<file path="src/rtl/tpc_pkg.sv">
// ----------------------------------------------------------------------------
// tpc_pkg: shared types for the two-phase commit coordinator
// Event, phase and status codes, the request and result records, and the
// phase encoder used on the status output.
// ----------------------------------------------------------------------------
package tpc_pkg;

  // fixed field widths
  localparam int unsigned ReqW      = 3;
  localparam int unsigned RankW     = 2;
  localparam int unsigned CodeW     = 4;
  localparam int unsigned PhaseW    = 3;
  localparam int unsigned StatusW   = 3;
  localparam int unsigned CountW    = 3;
  localparam int unsigned TotalW    = 3;

  // rank slots reachable through the rank field, and default participant limit
  localparam int unsigned RankSlots    = 4;
  localparam int unsigned MaxRanksDflt = 4;

  // event codes
  typedef enum logic [ReqW-1:0] {
    REQ_READY    = 3'd0,
    REQ_REJECT   = 3'd1,
    REQ_COMMIT   = 3'd2,
    REQ_CANCEL   = 3'd3,
    REQ_COMPLETE = 3'd4,
    REQ_FAILED   = 3'd5
  } req_e;

  // status codes
  typedef enum logic [StatusW-1:0] {
    ST_OK       = 3'd0,
    ST_INVALID  = 3'd1,
    ST_PRECOND  = 3'd2,
    ST_UNAVAIL  = 3'd3,
    ST_INTERNAL = 3'd4,
    ST_FORWARD  = 3'd5
  } status_e;

  // coordinator phase, one-hot
  typedef enum logic [6:0] {
    PH_PREPARING = 7'b0000001,
    PH_READY     = 7'b0000010,
    PH_ABORTED   = 7'b0000100,
    PH_COMMITTED = 7'b0001000,
    PH_DRAINING  = 7'b0010000,
    PH_COMPLETE  = 7'b0100000,
    PH_POISONED  = 7'b1000000
  } phase_e;

  // phase codes as reported
  localparam logic [PhaseW-1:0] PhCodePreparing = 3'd0;
  localparam logic [PhaseW-1:0] PhCodeReady     = 3'd1;
  localparam logic [PhaseW-1:0] PhCodeAborted   = 3'd2;
  localparam logic [PhaseW-1:0] PhCodeCommitted = 3'd3;
  localparam logic [PhaseW-1:0] PhCodeDraining  = 3'd4;
  localparam logic [PhaseW-1:0] PhCodeComplete  = 3'd5;
  localparam logic [PhaseW-1:0] PhCodePoisoned  = 3'd6;

  // one event request
  typedef struct packed {
    logic [ReqW-1:0]  req_type;
    logic [RankW-1:0] rank;
    logic [CodeW-1:0] reason_code;
    logic [CodeW-1:0] txn_check_code;
    logic [CodeW-1:0] txn_action_code;
  } req_t;

  // one status result
  typedef struct packed {
    status_e           status_kind;
    logic [CodeW-1:0]  forwarded_code;
    logic [PhaseW-1:0] phase_now;
    logic              output_suppressed;
  } res_t;

  // one-hot phase to reported code
  function automatic logic [PhaseW-1:0] phase_code(phase_e ph);
    logic [PhaseW-1:0] code;
    case (ph)
      PH_PREPARING: code = PhCodePreparing;
      PH_READY:     code = PhCodeReady;
      PH_ABORTED:   code = PhCodeAborted;
      PH_COMMITTED: code = PhCodeCommitted;
      PH_DRAINING:  code = PhCodeDraining;
      PH_COMPLETE:  code = PhCodeComplete;
      PH_POISONED:  code = PhCodePoisoned;
      default:      code = PhCodePreparing;
    endcase
    return code;
  endfunction

endpackage

</file>
<file path="src/rtl/tpc_decide.sv">
// ----------------------------------------------------------------------------
// tpc_decide: event decision logic
// Checks one event against the rank count, phase and bitmaps, and gives the
// next coordinator state together with the status for that event.
// ----------------------------------------------------------------------------
module tpc_decide #(
  parameter int unsigned MAX_RANKS = tpc_pkg::MaxRanksDflt,
  parameter int unsigned MarkW     = (MAX_RANKS < tpc_pkg::RankSlots) ?
                                     MAX_RANKS : tpc_pkg::RankSlots
) (
  input  tpc_pkg::req_t                    req_i,
  input  logic [tpc_pkg::CountW-1:0]       rank_count_i,
  input  tpc_pkg::phase_e                  phase_i,
  input  logic [MarkW-1:0]                 ready_marks_i,
  input  logic [tpc_pkg::TotalW-1:0]       ready_total_i,
  input  logic [MarkW-1:0]                 complete_marks_i,
  input  logic [tpc_pkg::TotalW-1:0]       complete_total_i,
  input  logic                             suppress_i,
  output tpc_pkg::phase_e                  phase_o,
  output logic [MarkW-1:0]                 ready_marks_o,
  output logic [tpc_pkg::TotalW-1:0]       ready_total_o,
  output logic [MarkW-1:0]                 complete_marks_o,
  output logic [tpc_pkg::TotalW-1:0]       complete_total_o,
  output logic                             suppress_o,
  output tpc_pkg::res_t                    res_o
);
  import tpc_pkg::*;

  logic [CountW-1:0] live;
  logic              rank_ok;
  logic [MarkW-1:0]  rank_bit;
  logic              in_prep;
  logic              in_exec;
  logic [TotalW-1:0] ready_inc;
  logic [TotalW-1:0] complete_inc;
  status_e           kind;
  logic [CodeW-1:0]  fwd;

  // participating ranks, clamped to the configured limit
  assign live = ({2'b00, rank_count_i} > 5'(MAX_RANKS)) ? CountW'(MAX_RANKS) : rank_count_i;
  assign rank_ok      = {1'b0, req_i.rank} < live;
  assign rank_bit     = MarkW'(1) << req_i.rank;
  assign in_prep      = (phase_i == PH_PREPARING) || (phase_i == PH_READY);
  assign in_exec      = (phase_i == PH_COMMITTED) || (phase_i == PH_DRAINING);
  assign ready_inc    = ready_total_i + TotalW'(1);
  assign complete_inc = complete_total_i + TotalW'(1);

  // event decision
  always_comb begin
    phase_o          = phase_i;
    ready_marks_o    = ready_marks_i;
    ready_total_o    = ready_total_i;
    complete_marks_o = complete_marks_i;
    complete_total_o = complete_total_i;
    suppress_o       = suppress_i;
    kind             = ST_OK;
    fwd              = '0;
    case (req_e'(req_i.req_type))
      REQ_READY: begin
        if (!rank_ok) begin
          kind = ST_INVALID;
        end else if (!in_prep || (ready_marks_i & rank_bit) != '0) begin
          kind = ST_PRECOND;
        end else begin
          ready_marks_o = ready_marks_i | rank_bit;
          ready_total_o = ready_inc;
          if (ready_inc == live) begin
            phase_o = PH_READY;
          end
        end
      end
      REQ_REJECT: begin
        if (!rank_ok) begin
          kind = ST_INVALID;
        end else if (!in_prep) begin
          kind = ST_PRECOND;
        end else if (req_i.txn_check_code != '0) begin
          kind = ST_FORWARD;
          fwd  = req_i.txn_check_code;
        end else if (req_i.txn_action_code != '0) begin
          phase_o    = PH_POISONED;
          suppress_o = 1'b1;
          kind       = ST_FORWARD;
          fwd        = req_i.txn_action_code;
        end else begin
          phase_o    = PH_ABORTED;
          suppress_o = 1'b1;
          if (req_i.reason_code == '0) begin
            kind = ST_UNAVAIL;
          end else begin
            kind = ST_FORWARD;
            fwd  = req_i.reason_code;
          end
        end
      end
      REQ_COMMIT: begin
        if (phase_i != PH_READY || ready_total_i != live) begin
          kind = ST_PRECOND;
        end else if (req_i.txn_check_code != '0) begin
          kind = ST_FORWARD;
          fwd  = req_i.txn_check_code;
        end else if (req_i.txn_action_code != '0) begin
          phase_o    = PH_POISONED;
          suppress_o = 1'b1;
          kind       = ST_FORWARD;
          fwd        = req_i.txn_action_code;
        end else begin
          phase_o = PH_COMMITTED;
        end
      end
      REQ_CANCEL: begin
        if (!in_exec) begin
          kind = ST_PRECOND;
        end else begin
          suppress_o = 1'b1;
          phase_o    = PH_DRAINING;
        end
      end
      REQ_COMPLETE: begin
        if (!rank_ok) begin
          kind = ST_INVALID;
        end else if (!in_exec || (complete_marks_i & rank_bit) != '0) begin
          kind = ST_PRECOND;
        end else if (complete_inc == live && req_i.txn_check_code != '0) begin
          kind = ST_FORWARD;
          fwd  = req_i.txn_check_code;
        end else begin
          complete_marks_o = complete_marks_i | rank_bit;
          complete_total_o = complete_inc;
          // last rank done: finish or poison on the action verdict
          if (complete_inc == live) begin
            if (req_i.txn_action_code != '0) begin
              phase_o    = PH_POISONED;
              suppress_o = 1'b1;
              kind       = ST_FORWARD;
              fwd        = req_i.txn_action_code;
            end else begin
              phase_o = PH_COMPLETE;
            end
          end
        end
      end
      REQ_FAILED: begin
        if (!rank_ok) begin
          kind = ST_INVALID;
        end else if (!in_exec) begin
          kind = ST_PRECOND;
        end else begin
          phase_o    = PH_POISONED;
          suppress_o = 1'b1;
          if (req_i.reason_code == '0) begin
            kind = ST_INTERNAL;
          end else begin
            kind = ST_FORWARD;
            fwd  = req_i.reason_code;
          end
        end
      end
      default: begin
        kind = ST_INVALID;
      end
    endcase
  end

  // status record
  assign res_o.status_kind       = kind;
  assign res_o.forwarded_code    = fwd;
  assign res_o.phase_now         = phase_code(phase_o);
  assign res_o.output_suppressed = suppress_o;

endmodule

</file>
<file path="src/rtl/two_phase_commit_coordinator.sv">
// ----------------------------------------------------------------------------
// two_phase_commit_coordinator: commit coordinator for up to four ranks
// Tracks prepare and completion reports per rank and answers each event with
// one status, the resulting phase and the output-suppress flag.
// ----------------------------------------------------------------------------
// Each accepted event is decided in the cycle it is taken, against the
// registered phase and rank bitmaps, and its status is registered in the
// result register; one event can be taken every cycle while results are
// drained. The result register is backed by a one-entry skid stage that lets
// one more event in while a result waits, so in_stall_o rises only once both
// hold a result. The user writes rank_count through the cfg port only while
// the block is idle, which the block does not enforce; it takes effect on the
// next event, values above MAX_RANKS act as MAX_RANKS and zero makes every
// rank invalid. After reset the phase is preparing and rank_count is 1.
module two_phase_commit_coordinator #(
  parameter int unsigned MAX_RANKS = tpc_pkg::MaxRanksDflt
) (
  input  logic                          clk_i,
  input  logic                          rst_ni,
  // event channel
  input  logic                          in_valid_i,
  output logic                          in_stall_o,
  input  logic [tpc_pkg::ReqW-1:0]      req_type_i,
  input  logic [tpc_pkg::RankW-1:0]     rank_i,
  input  logic [tpc_pkg::CodeW-1:0]     reason_code_i,
  input  logic [tpc_pkg::CodeW-1:0]     txn_check_code_i,
  input  logic [tpc_pkg::CodeW-1:0]     txn_action_code_i,
  // status channel
  output logic                          out_valid_o,
  input  logic                          out_stall_i,
  output logic [tpc_pkg::StatusW-1:0]   status_kind_o,
  output logic [tpc_pkg::CodeW-1:0]     forwarded_code_o,
  output logic [tpc_pkg::PhaseW-1:0]    phase_now_o,
  output logic                          output_suppressed_o,
  // configuration channel
  input  logic                          cfg_valid_i,
  output logic                          cfg_ready_o,
  input  logic [tpc_pkg::CountW-1:0]    cfg_data_i
);
  import tpc_pkg::*;

  localparam int unsigned MarkW = (MAX_RANKS < RankSlots) ? MAX_RANKS : RankSlots;

  logic [CountW-1:0] rank_count_q;
  phase_e            phase_q, phase_d;
  logic [MarkW-1:0]  ready_marks_q, ready_marks_d;
  logic [TotalW-1:0] ready_total_q, ready_total_d;
  logic [MarkW-1:0]  complete_marks_q, complete_marks_d;
  logic [TotalW-1:0] complete_total_q, complete_total_d;
  logic              suppress_q, suppress_d;

  logic              out_valid_q;
  res_t              out_res_q;
  logic              skid_valid_q;
  res_t              skid_res_q;

  req_t              req;
  res_t              res;
  logic              in_acc;
  logic              out_free;

  // configuration register
  assign cfg_ready_o = 1'b1;

  always_ff @(posedge clk_i or negedge rst_ni) begin
    if (!rst_ni) begin
      rank_count_q <= CountW'(1);
    end else if (cfg_valid_i && cfg_ready_o) begin
      rank_count_q <= cfg_data_i;
    end
  end

  // request record
  assign req.req_type        = req_type_i;
  assign req.rank            = rank_i;
  assign req.reason_code     = reason_code_i;
  assign req.txn_check_code  = txn_check_code_i;
  assign req.txn_action_code = txn_action_code_i;

  assign in_stall_o = skid_valid_q;
  assign in_acc     = in_valid_i && !in_stall_o;
  assign out_free   = !out_valid_q || !out_stall_i;

  tpc_decide #(
    .MAX_RANKS (MAX_RANKS),
    .MarkW     (MarkW)
  ) u_decide (
    .req_i            (req),
    .rank_count_i     (rank_count_q),
    .phase_i          (phase_q),
    .ready_marks_i    (ready_marks_q),
    .ready_total_i    (ready_total_q),
    .complete_marks_i (complete_marks_q),
    .complete_total_i (complete_total_q),
    .suppress_i       (suppress_q),
    .phase_o          (phase_d),
    .ready_marks_o    (ready_marks_d),
    .ready_total_o    (ready_total_d),
    .complete_marks_o (complete_marks_d),
    .complete_total_o (complete_total_d),
    .suppress_o       (suppress_d),
    .res_o            (res)
  );

  // coordinator state, updated on each accepted event
  always_ff @(posedge clk_i or negedge rst_ni) begin
    if (!rst_ni) begin
      phase_q          <= PH_PREPARING;
      ready_marks_q    <= '0;
      ready_total_q    <= '0;
      complete_marks_q <= '0;
      complete_total_q <= '0;
      suppress_q       <= 1'b0;
    end else if (in_acc) begin
      phase_q          <= phase_d;
      ready_marks_q    <= ready_marks_d;
      ready_total_q    <= ready_total_d;
      complete_marks_q <= complete_marks_d;
      complete_total_q <= complete_total_d;
      suppress_q       <= suppress_d;
    end
  end

  // result register and skid stage, control
  always_ff @(posedge clk_i or negedge rst_ni) begin
    if (!rst_ni) begin
      out_valid_q  <= 1'b0;
      skid_valid_q <= 1'b0;
    end else if (out_free) begin
      out_valid_q  <= skid_valid_q || in_acc;
      skid_valid_q <= 1'b0;
    end else if (in_acc) begin
      skid_valid_q <= 1'b1;
    end
  end

  // result register and skid stage, payload
  always_ff @(posedge clk_i) begin
    if (out_free) begin
      out_res_q <= skid_valid_q ? skid_res_q : res;
    end else if (in_acc) begin
      skid_res_q <= res;
    end
  end

  assign out_valid_o         = out_valid_q;
  assign status_kind_o       = out_res_q.status_kind;
  assign forwarded_code_o    = out_res_q.forwarded_code;
  assign phase_now_o         = out_res_q.phase_now;
  assign output_suppressed_o = out_res_q.output_suppressed;

`ifndef SYNTHESIS
  // skid stage only fills behind a held result
  a_skid_behind_out: assert property (@(posedge clk_i) disable iff (!rst_ni)
    skid_valid_q |-> out_valid_q)
    else $error("skid stage holds a result while the result register is empty");

  // a held result with an incoming event lands in the skid stage
  a_skid_fill: assert property (@(posedge clk_i) disable iff (!rst_ni)
    (out_valid_q && out_stall_i && in_acc) |=> skid_valid_q)
    else $error("event accepted behind a held result was lost");

  // ready count tracks the ready bitmap
  a_ready_count: assert property (@(posedge clk_i) disable iff (!rst_ni)
    ready_total_q == TotalW'($countones(ready_marks_q)))
    else $error("ready count disagrees with ready bitmap");

  // complete count tracks the complete bitmap
  a_complete_count: assert property (@(posedge clk_i) disable iff (!rst_ni)
    complete_total_q == TotalW'($countones(complete_marks_q)))
    else $error("complete count disagrees with complete bitmap");

  // suppress flag never clears once set
  a_suppress_sticky: assert property (@(posedge clk_i) disable iff (!rst_ni)
    suppress_q |=> suppress_q)
    else $error("output suppress flag cleared");
`endif

endmodule

</file>
<file path="config.mk">
export PLATFORM = sky130hd
export DESIGN_NAME = two_phase_commit_coordinator
export DESIGN_NICKNAME = d
export VERILOG_FILES = /design/src/rtl/tpc_pkg.sv /design/src/rtl/tpc_decide.sv /design/src/rtl/two_phase_commit_coordinator.sv
export SDC_FILE = /design/constraint.sdc
export NUM_CORES = 1
export LEC_CHECK = 0
export ABC_CLOCK_PERIOD_IN_PS = 5300
export BUFFER_PORTS_ARGS = -buffer_cell sky130_fd_sc_hd__buf_4
export CORE_MARGIN = 4
export CORE_UTILIZATION = 35
export CTS_BUF_LIST = sky130_fd_sc_hd__clkbuf_16
export CTS_CLUSTER_SIZE = 24
export DETAILED_ROUTE_END_ITERATION = 12
export PLACE_DENSITY = 0.49
export SLEW_MARGIN = 0
export SYNTH_ARGS = -nofsm -noshare
export SYNTH_HDL_FRONTEND = slang
export SYNTH_SLANG_ARGS = --single-unit
</file>
<file path="constraint.sdc">
create_clock -name clk_i -period 5.3 [get_ports clk_i]
set_clock_uncertainty 0.05 [all_clocks]
set_input_delay 0.265 -clock clk_i [delete_from_list [all_inputs] [get_ports clk_i]]
set_output_delay 0.265 -clock clk_i [all_outputs]
set_load 0.01 [all_outputs]
</file>
# Yosys cells after proc, flatten, opt, wreduce, memory -nomap -nowiden
# Cells that the tools add are included.
# classes
n_addsub,2
n_mul,0
n_div,0
order_cmp,2
n_eq_ne,19
shifts,1
n_mux,71
n_bitwise,8
n_reduce_logical,24
# ops
cell,n
$mux 7,18
$mux 4,14
$mux 3,16
$pmux 7 s6,1
$pmux 3 s6,2
$pmux 4 s4,1
$reduce_bool 4->1,4
$mux 1,15
$eq 7x2->1 const B,2
$eq 7x4->1 const B,2
$eq 7x5->1 const B,2
$mux 11,1
$and 4x4->4,2
$or 4x4->4,2
$eq 7x1->1 const B,1
$eq 7x3->1 const B,1
$eq 7x6->1 const B,1
$eq 7x7->1 const B,1
$logic_or 1x1->1,7
$ne 7x2->1 const B,1
$add 3x1->3 const B,2
$eq 3x2->1 const B,2
$eq 3x3->1,2
$eq 3x3->1 const B,2
16 further kinds,25
# word_totals
ff_bits,49
latchBits,0
mem_bits_rw,0
mem_bits_ro,0
in_bits,25
out_inout_bits,14
memories,0

# Depth between registers and ports, before layout
# Gate-level depths: netlist (run 1).
# depth
word_depth,11
mapped_depth,10
ltp_nobuf,10

# Hierarchy
# A second synthesis (run 1) with hierarchy kept.
# hier_totals
cells_unflattened,300
hier_area_um2,3298.2
# by_module_without_submodules
mod,n_inst,cells_per_inst,area_per_inst_um2
two_phase_commit_coordinator,1,97,1893.1
tpc_decide,1,203,1405.1

# Worst setup path before layout (run 1)
# OpenSTA, ideal clock, no wires.
# synth_timing
path_kind,reg-to-reg
start,register rank_count_q[1]
end,register out_res_q (netlist bit phase_now_o[2]) (data pin)
setup_time_ps,165
arrival_time_ps,2565
setup_slack_ps,2520
stages_incl_launch_ff,11
n_path_buf,0
synth_period_minus_slack_ps,2780
cell_sequence,dfrtp_1 > nand2b_1 > ha_1 > or3b_2 > a21oi_1 > a21oi_1 > nor2_1 > nand2_1 > a21oi_2 > mux2_4 > o31ai_2
# synth_via
elab_chain_len,11
word_cells_on_any_way,27
classes_between,2 x order compare; 9 x eq/ne; 14 x mux; 2 x reduce/logical
# synth_lines
item,line_no,source
"start, declared",two_phase_commit_coordinator.sv:44,logic [CountW-1:0] rank_count_q;
"start signal, assigned",two_phase_commit_coordinator.sv:67,rank_count_q <= CountW'(1);
"start signal, assigned",two_phase_commit_coordinator.sv:69,rank_count_q <= cfg_data_i;
$gt 3x3->1,tpc_decide.sv:40,"assign live = ({2'b00, rank_count_i} > 5'(MAX_RANKS)) ? CountW'(MAX_RANKS) : rank_count_i;"
$mux 3 *,tpc_decide.sv:40,
$eq 3x3->1,"tpc_decide.sv:124, tpc_decide.sv:131",
$mux 7 or $logic_and 1x1->1 (tied branches),"tpc_decide.sv:131, tpc_decide.sv:124",
$mux 7,tpc_decide.sv:124,end else if (complete_inc == live && req_i.txn_check_code != '0) begin
$mux 7,tpc_decide.sv:122,end else if (!in_exec || (complete_marks_i & rank_bit) != '0) begin
$mux 7,tpc_decide.sv:120,if (!rank_ok) begin
$pmux 7 s6 *,tpc_decide.sv:58,case (req_e'(req_i.req_type))
"$eq 7x7->1, or another cell as far along",tpc_pkg.sv:81,case (ph)
$pmux 3 s6 *,tpc_pkg.sv:81,
$mux 11 *,two_phase_commit_coordinator.sv:140,out_res_q <= skid_valid_q ? skid_res_q : res;
"end signal, assigned",two_phase_commit_coordinator.sv:140,
"end, declared",two_phase_commit_coordinator.sv:53,res_t out_res_q;
# Every way passes the cells marked *; elsewhere a longest branch is shown, timed or not.
# A chain may end at the register's enable or synchronous reset.

# Worst setup path after layout (run 1)
# layout_timing
start,register rank_count_q[2]
end,register out_res_q (netlist bit phase_now_o[2]) (data pin)
# The elaborated chain is that of the path after synthesis.

==> impl_metrics.tcl, run 1 <==
set metrics [dict create \
    ys_warn_count 0 \
    timing.rr.start "rank_count_q[2]" \
    hold_violations 0 \
    routed_wl_um 6987 \
    start_util_pct 36.77 \
    layout-drive-gt1-share_pct 25.72 \
    critPathArrivalTime_ns 3.31 \
    via_per_inst 5.450 \
    ys_ff_latch 49 \
    final.fill_count 765 \
    cts-buffers-inserted 5 \
    startpoint "rank_count_q[2]" \
    drc 0 \
    die_height_um 99.03 \
    gp_congestion 0.9282 \
    wl_met1_um 3402 \
    status "finished, final reports clean" \
    wl_met3_um 281 \
    avgSynthCellArea_um2 10.58 \
    r2r_cells 10 \
    grt_usage_pct 14.73 \
    syn_inst 274 \
    yosysSeqAreaShare_pct 46.16 \
    post_cts_resized 0 \
    cts_tree "yes" \
    setup_viol 0 \
    fin_crit_ns 3.241 \
    ant_nets 0 \
    start_kind "flop" \
    grt_pass1_vias 2291 \
    yosysTopAreaCell "edfxtp_1" \
    finalNonFillerCells 413 \
    dr.max_layer_used "met4" \
    hp-class "primary input to flop" \
    setup_tns_ns 0 \
    synth_most_common_cell "nand2_1" \
    clk_pin_slew_ns 0.07 \
    final.hold.worst_slack_ns 0.1551 \
    slew-limit-headroom_pct 33.14 \
    num_io_pins 39 \
    synth_edf_count 22 \
    grt_pass1_wl_um 11560 \
    ys_async_sr_fraction_pct 55.10 \
    syn_area_um2 2900 \
    fin_nets 338 \
    synthTopCellsByArea "edfxtp_1 (23%), dfrtp_1 (22%), nand2_1 (5.3%)" \
    clock_sinks 49 \
    crit_end "phase_now_o[2]" \
    peakVddDrop_mv 0.1782 \
    drtPass1Iterations 4 \
    syn2layout_area_growth_pct 18.46 \
    end_kind "flop" \
    synth_common_cells "nand2_1 (41), dfrtp_1 (25), edfxtp_1 (22), nor2_1 (18), mux2_2 (13)" \
    insertion_delay_ns 0.29 \
    tightestPinTransition_ns 0.9938 \
    p_leak_nw 1.448 \
    maxCapViolations 0 \
    yosysTopAreaCellShare_pct 22.78 \
    wire_per_inst_um 16.92 \
    synth_nets 302 \
    core_area_um2 7888 \
    placed_cells 404 \
    synthFlopType "dfrtp_1" \
    vias 2251 \
    grt_max_degree 28 \
    reg2reg_slack_ns 2.06 \
    cts.path.max_buffers 2 \
    die_w_um 99.03 \
    rsz0062_at_grt "false" \
    wl_met2_um 3176 \
    drt_iter0_drc 135 \
    fp-row-count 32 \
    slew_violations 0 \
    worst_r2r_endpoint "phase_now_o[2]" \
    path_class "flop to flop" \
    n_antenna_cell 0 \
    max_freq_mhz 308.6 \
    p_per_area_nw_per_um2 337.5 \
    fin_crit_sh_pct 61.15 \
    holdCritStartpoint "in_valid_i" \
    dp_hpwl_um 5337 \
    overflow 0 \
    htreeDepth 2 \
    cp_max_fo 11 \
    io_buffer_count 37 \
    die-area_um2 9807 \
    ys_types 70 \
    root_buffer "clkbuf_16" \
    antenna_found_initial 0 \
    crit_required_ns 5.37 \
    finalPower_mw 1.160 \
]
-- what timing repair did --
| item | CTS | global route |
|---|---|---|
| endpoints found under the hold margin | 25 | 0 |
| hold buffers | 1 | 0 |
| setup buffers | 0 | 0 |
-- layout make-up --
class | instances | area [µm²] | area share [%]
tap | 102 | 127.6 | 3.714
multi-input combinational | 212 | 1500 | 43.66
clock buffer | 5 | 125.1 | 3.642
clock inverter | 3 | 41.29 | 1.202
inverter | 4 | 15.01 | 0.4370
timing repair buffer | 38 | 287.8 | 8.376
sequential | 49 | 1339 | 38.97
-- how the worst min path moves through the flow --
stage	to	slack [ns]	cells after the start
6_report	out_valid_o	0.16	3
3_5_place_dp	ready_marks_q[1]	0.17	1
3_3_place_gp	ready_marks_q[1]	0.17	1
5_1_grt	rank_count_q[2]	0.16	2
4_1_cts	rank_count_q[2]	0.16	2
2_1_floorplan	complete_marks_q[0]	-0.08	0
-- metal layers --
| metal | vias to the layer above | GRT usage [%] |
|---|---|---|
| li1 | 1093 | - |
| met1 | 1098 | 20.62 |
| met2 | 48 | 22.68 |
| met3 | 12 | 2.902 |
| met4 | 0 | 5.147 |
| met5 | - | 0 |
-- state kept, by name, summed over array words and instances (netlist names), 3 cells and up --
signal	cells
complete_marks_q	4
complete_total_q	3
forwarded_code_o	4
phase_now_o	3
phase_q	7
rank_count_q	3
ready_marks_q	4
ready_total_q	3
skid_res_q	11
status_kind_o	3
-- where the power goes --
group / internal (mW) / switching (mW) / total (mW)
Combinational: 0.145 / 0.160 / 0.305
Sequential: 0.454 / 0.0415 / 0.495
Clock: 0.221 / 0.138 / 0.359
-- worst max-delay path, cell delays in order (launching register included) --
cell and delay [ns]:
dfrtp_1 0.49, nand2b_1 0.26, ha_1 0.22, or3b_2 0.47
a21oi_1 0.35, a21oi_1 0.14, nor2_1 0.20, nand2_1 0.12
a21oi_2 0.26, mux2_4 0.33, o31ai_2 0.20
-- kinds of logic (layout without fill, tap and decap cells) --
logic type | Yosys count | count (layout) | synth area share, %
AO/OA/AOI/OAI | 65 | 65 | 17.56
XOR/XNOR | 16 | 16 | 4.832
adder cells (fa/ha/maj) | 3 | 3 | 1.294
buffers and inverters | 13 | 50 | 2.114
flip-flops | 49 | 49 | 46.16
multiplexers | 16 | 16 | 7.248
other | 1 | 1 | 0.1293
AND/OR/NAND/NOR | 111 | 111 | 20.66
-- through the flow --
step,area [µm²],setup slack (ns),utilization (%)
6_report,3436,2.059,43.56
2_1_floorplan,2900,2.520,-
4_1_cts,3436,2.048,43.56
3_3_place_gp,3259,2.112,41.32
3_5_place_dp,3259,2.054,41.32
5_1_grt,3436,1.867,43.56
-- cells in the final DEF, fill, tap and decap left out, types with 3 or more instances in the layout --
| cell | netlist | routed |
|---|---|---|
| nand2_1 | 41 | 41 |
| o31ai_1 | 3 | 3 |
| dfrtp_1 | 25 | 25 |
| inv_1 | 4 | 4 |
| xnor2_1 | 10 | 10 |
| o21ai_0 | 10 | 10 |
| nor2b_1 | 3 | 3 |
| xor2_1 | 6 | 6 |
| a21oi_1 | 11 | 11 |
| nor2_1 | 18 | 18 |
| nand3_1 | 6 | 6 |
| nor3_1 | 6 | 6 |
| clkbuf_16 | 0 | 5 |
| nor4_1 | 5 | 5 |
| edfxtp_1 | 22 | 22 |
| a31oi_1 | 8 | 8 |
| o21bai_1 | 8 | 8 |
| buf_4 | 1 | 37 |
| nand2b_1 | 5 | 5 |
| a21o_1 | 4 | 4 |
| mux2_2 | 13 | 13 |
| ha_1 | 3 | 3 |
(Power assumes the default switching activity.)
==> inputs of run 2 (changes only) <==
- ABC_CLOCK_PERIOD_IN_PS: 5300 -> 3360
- clock period: 5.3 -> 3.36 ns (I/O delays scaled with it)
==> run 2 against run 1 <==
  * Core utilization rose by 0.81 points
  * Flip-flop and latch count did not move
  * Power rose by 54%
  * Non-clock buffer count rose by 11
  * Routed wire length rose by 3.0%
  * Worst setup slack got worse by 1.7 ns
  * Fmax rose by 6.2%
  * Critical path depth did not move
  * Combinational power rose by 66%
  * Design area rose by 1.9%
  * Clock-buffer cell count did not move
==> impl_metrics.tcl, run 2 (synthesized netlist as in run 1, its figures left out) <==
set metrics [dict create \
    wl_met2_um 3390 \
    seqPwrFrac_pct 43.4 \
    die_w_um 99.03 \
    fin_ws_ns 0.3095 \
    p_per_area_nw_per_um2 508.6 \
    p_sw_share_pct 30.63 \
    internal-power_mw 1.235 \
    vias 2276 \
    final.fill_count 779 \
    wl_met1_um 3471 \
    dp_worst_setup_slack_ns 0.3139 \
    root_buffer "clkbuf_16" \
    p_clk_share_pct 28.3 \
    cts-buffers-inserted 5 \
    ant_nets 0 \
    r2r_cells 10 \
    clock_sinks 49 \
    insertion_delay_ns 0.29 \
    dr.max_layer_used "met4" \
    grt_pass1_vias 2229 \
    hp-class "primary input to flop" \
    routed_wl_um 7200 \
    setup_tns_ns 0 \
    slew-limit-headroom_pct 61.00 \
    reg_top3 "skid_res_q: 11 flops, phase_q: 7 flops" \
    start_kind "flop" \
    gp_congestion 0.9162 \
    largest_register_ffs 11 \
    start_util_pct 36.77 \
    critPathArrivalTime_ns 3.04 \
    cp_max_fo 7 \
    grt_usage_pct 15.12 \
    finalNonFillerCells 424 \
    fin_nets 349 \
    startpoint "rank_count_q[1]" \
    peakVddDrop_mv 0.1871 \
    htreeDepth 2 \
    die-area_um2 9807 \
    drc 0 \
    p_sw_mw 0.5453 \
    cts.path.max_buffers 2 \
    fin_crit_sh_pct 90.79 \
    syn2layout_area_growth_pct 20.66 \
    dp_hpwl_um 5582 \
    n_antenna_cell 0 \
    p_leak_nw 1.489 \
    layout-drive-gt1-share_pct 28.57 \
    critPathMaxStageDelay_ns 0.47 \
    tightestPinTransition_ns 0.5823 \
    overflow 0 \
    max_freq_mhz 327.8 \
    grt_pass1_wl_um 11660 \
    end_kind "flop" \
    via_per_inst 5.368 \
    cpMaxStageDelayCell "dfrtp_1" \
    fin_crit_ns 3.051 \
    path_class "flop to flop" \
    clk_pin_slew_ns 0.07 \
    wl_met3_um 271 \
    layout_commonest_cell "buf_4" \
    reg2reg_slack_ns 0.31 \
    crit_chain "nand2b_1 -> ha_1 -> or3b_2 -> and2_4 -> nor3_1 -> o32a_1 -> a41oi_1 -> xor2_1 -> a21oi_1 -> o31ai_2" \
    fp-row-count 32 \
    die_height_um 99.03 \
    pwr-share-comb_pct 28.4 \
    setup_viol 0 \
    cts_setup_buffers 0 \
    worst_r2r_endpoint "phase_now_o[0]" \
    drtPass1Iterations 5 \
    wire_per_inst_um 16.98 \
    core_area_um2 7888 \
    cts_tree "yes" \
    final_cell_mix "buf_4 (48), nand2_1 (41), dfrtp_1 (25), edfxtp_1 (22), nor2_1 (18)" \
    antenna_found_initial 0 \
    status "finished, final reports clean" \
    grt_max_degree 28 \
    drt_iter0_drc 137 \
    io_buffer_count 37 \
    rsz0062_at_grt "false" \
    num_io_pins 39 \
    maxCapViolations 0 \
    regMostFlops "skid_res_q" \
    crit_end "phase_now_o[0]" \
    crit_required_ns 3.35 \
    hold_violations 0 \
    timing.rr.start "rank_count_q[1]" \
    placed_cells 415 \
    slew_violations 0 \
]
==> run 2: cell count changes in the layout (fill, tap and decap cells not counted), sizes merged <==
cell      delta
buf         +11
clkinvlp     +2
bufinv       -1
clkinv       -1
==> run 2: area by class of cell <==
cell class / count / area, µm² / area share [%]
multi-input combinational: 212 / 1500 / 42.87
sequential: 49 / 1339 / 38.26
timing repair buffer: 49 / 370.4 / 10.58
tap: 102 / 127.6 / 3.647
clock buffer: 5 / 125.1 / 3.575
clock inverter: 3 / 22.52 / 0.6435
inverter: 4 / 15.01 / 0.4290
==> run 2: how the worst min path moves through the flow <==
stage,to,cells past startpoint,startpoint
2_1_floorplan,complete_marks_q[0],0,rst_ni
3_3_place_gp,complete_marks_q[1],1,rst_ni
3_5_place_dp,ready_total_q[1],1,rst_ni
4_1_cts,rank_count_q[2],2,cfg_data_i[2]
5_1_grt,rank_count_q[2],2,cfg_data_i[2]
6_report,rank_count_q[2],2,cfg_data_i[2]
==> run 2: worst max-delay path: cells and delay by family, from the launching register on <==
kind	cells	cell delay, ns
simple gates	4	1.01
flops	1	0.47
xor+xnor	1	0.19
compound gates	4	0.85
fa+ha+maj	1	0.22
==> run 2: metal layers <==
metal | vias up | GRT usage, %
li1 | 1122 | -
met1 | 1103 | 21.55
met2 | 41 | 23.45
met3 | 10 | 2.902
met4 | 0 | 4.097
met5 | - | 0
==> run 2: what timing repair did <==
| item | in CTS | in global routing |
|---|---|---|
| hold buffers | 1 | 0 |
| endpoints found under the hold margin | 25 | 0 |
| resized for setup | 0 | 0 |
==> run 2: power by group through the flow <==
stage / registers (mW) / clock network (mW) / logic (mW)
global route: 0.783 / 0.543 / 0.563
finish: 0.772 / 0.503 / 0.505
floorplan: 0.785 / 0 / 0.335
CTS: 0.773 / 0.520 / 0.513
global placement: 0.783 / 0 / 0.508
detailed placement: 0.785 / 0 / 0.510
==> run 2: stage by stage <==
stage               utilization [%]  instance area [µm²]  hold WS (ns)  power, mW
detailed placement            42.37                 3342       0.07051      1.295
floorplan                         -                 2900       -0.1776      1.120
global placement              42.37                 3342       0.06719      1.292
CTS                           44.37                 3500       0.05451      1.806
finish                        44.37                 3500       0.06032      1.780
global route                  44.37                 3500       0.05966      1.890
==> inputs of run 3 (changes only) <==
- CORE_ASPECT_RATIO: unset -> 0.9
- PLACE_DENSITY: 0.49 -> 0.5
==> run 3 against run 2 <==
  * Sequential power is 1% higher
  * Critical endpoint unchanged
  * Power is 4.6% higher
  * Clock-buffer cell count stayed put
  * Highest routed layer unchanged
  * Largest power group unchanged
==> impl_metrics.tcl, run 3 (synthesized netlist as in run 1, its figures left out) <==
set metrics [dict create \
    max_freq_mhz 325.0 \
    fin_crit_ns 3.077 \
    tightestPinTransition_ns 0.7091 \
    routed_wl_um 7318 \
    cts-buffers-inserted 5 \
    status "finished, final reports clean" \
    drc 0 \
    regMostFlops "skid_res_q" \
    via_per_inst 5.542 \
    hp-class "primary input to flop" \
    slew_violations 0 \
    maxCapViolations 0 \
    layout_commonest_cell "buf_4" \
    crit_end "phase_now_o[0]" \
    die_w_um 104.0 \
    core_area_um2 8068 \
    htreeDepth 2 \
    vias 2322 \
    p_leak_nw 1.497 \
    layout-drive-gt1-share_pct 28.44 \
    clk_pin_slew_ns 0.07 \
    overflow 0 \
    worst_r2r_endpoint "phase_now_o[0]" \
    final.hold.worst_slack_ns 0.05748 \
    critPathMaxStageDelay_ns 0.48 \
    drtPass1Iterations 4 \
    die_height_um 94.36 \
    startpoint "rank_count_q[1]" \
    path_depth 10 \
    slew-limit-headroom_pct 52.73 \
    end_kind "flop" \
    final_cell_mix "buf_4 (46), nand2_1 (41), dfrtp_1 (25), edfxtp_1 (22), nor2_1 (18)" \
    grt_pass1_vias 2259 \
    fin_nets 347 \
    antenna_found_initial 0 \
    io_buffer_count 37 \
    cp_num_buf_inv 0 \
    die-area_um2 9809 \
    fin_crit_sh_pct 91.58 \
    cpMaxStageDelayCell "dfrtp_1" \
    hold_violations 0 \
    start_util_pct 35.95 \
    root_buffer "clkbuf_16" \
    drt_iter0_drc 164 \
    largest_register_ffs 11 \
    gp_congestion 0.9061 \
    crit_required_ns 3.33 \
    grt_usage_pct 15.22 \
    placed_cell_area_um2 3323 \
    reg_top3 "skid_res_q: 11 flops, phase_q: 7 flops" \
    ant_nets 0 \
    p_per_area_nw_per_um2 530.0 \
    syn2layout_area_growth_pct 21.10 \
    critPathArrivalTime_ns 3.04 \
    fp-row-count 31 \
    fin_area_um2 3512 \
    r2r_cells 10 \
    rsz0062_at_grt "false" \
    setup_tns_ns 0 \
    crit_chain "nand2b_1 -> ha_1 -> or3b_2 -> and2_4 -> nor3_1 -> o32a_1 -> a41oi_4 -> xor2_1 -> a21oi_1 -> o31ai_2" \
    path_class "flop to flop" \
    num_io_pins 39 \
    cts.path.max_buffers 2 \
    cp_max_fo 7 \
    insertion_delay_ns 0.29 \
    n_antenna_cell 0 \
    start_kind "flop" \
    finalPower_mw 1.861 \
    final.fill_count 815 \
    peakVddDrop_mv 0.2732 \
    reg2reg_slack_ns 0.28 \
    cts_tree "yes" \
    clock_sinks 49 \
    wire_per_inst_um 17.47 \
    grt_pass1_wl_um 11850 \
    crit_family "simple AND/OR/NAND/NOR gates" \
    dp_hpwl_um 5634 \
    grt_max_degree 28 \
    setup_viol 0 \
    timing.rr.start "rank_count_q[1]" \
]
## run 3: cell count changes in the layout (fill, tap and decap cells not counted), sizes merged
cell / delta
buf: -2
clkinvlp: -2
bufinv: +1
clkinv: +1
## run 3: timing repair
action,CTS,global route
gates resized for setup,0,1
hold endpoints to repair,25,0
endpoints found under the setup margin,0,1
setup buffers,0,0
hold buffers,1,0
## run 3: final cells by class
type	count	area (µm²)	share of cell area [%]
Inverter	4	15.01	0.4275
Multi-Input combinational cell	212	1508	42.93
Sequential cell	49	1339	38.12
Tap cell	99	123.9	3.527
Timing Repair Buffer	47	355.3	10.12
Clock inverter	3	46.29	1.318
Clock buffer	5	125.1	3.563
## run 3: metrics by stage
stage | utilization [%] | instances | worst slack, ns
CTS | 43.44 | 419 | 0.2219
finish | 43.53 | 419 | 0.2828
floorplan | - | 274 | 0.5804
global placement | 41.19 | 410 | 0.3501
global route | 43.53 | 419 | 0.07328
detailed placement | 41.19 | 410 | 0.2573
## run 3: routing by layer
metal | GRT usage [%] | wire length [µm] | vias to the layer above
met1 | 22.06 | 3679 | 1152
met3 | 2.529 | 242 | 10
met5 | 0 | 0 | -
li1 | - | - | 1116
met2 | 23.65 | 3291 | 44
met4 | 4.208 | 106 | 0
## run 3: report_power, final
group	internal (mW)	switching [mW]	leakage, nW	total (mW)
combinational	0.241	0.261	0.851	0.502
sequential	0.716	0.0661	0.566	0.782
clock	0.352	0.225	0.0800	0.577
total	1.31	0.552	1.50	1.86
## run 3: worst min-delay path by stage
stage,startpoint,to,slack [ns],cells after the start
after floorplan,rst_ni,complete_marks_q[0],-0.18,0
after global placement,rst_ni,complete_marks_q[2],0.07,1
after detailed placement,rst_ni,complete_marks_q[1],0.07,1
after CTS,cfg_data_i[1],rank_count_q[1],0.05,2
after global routing,cfg_data_i[1],rank_count_q[1],0.06,2
final,cfg_data_i[1],rank_count_q[1],0.06,2
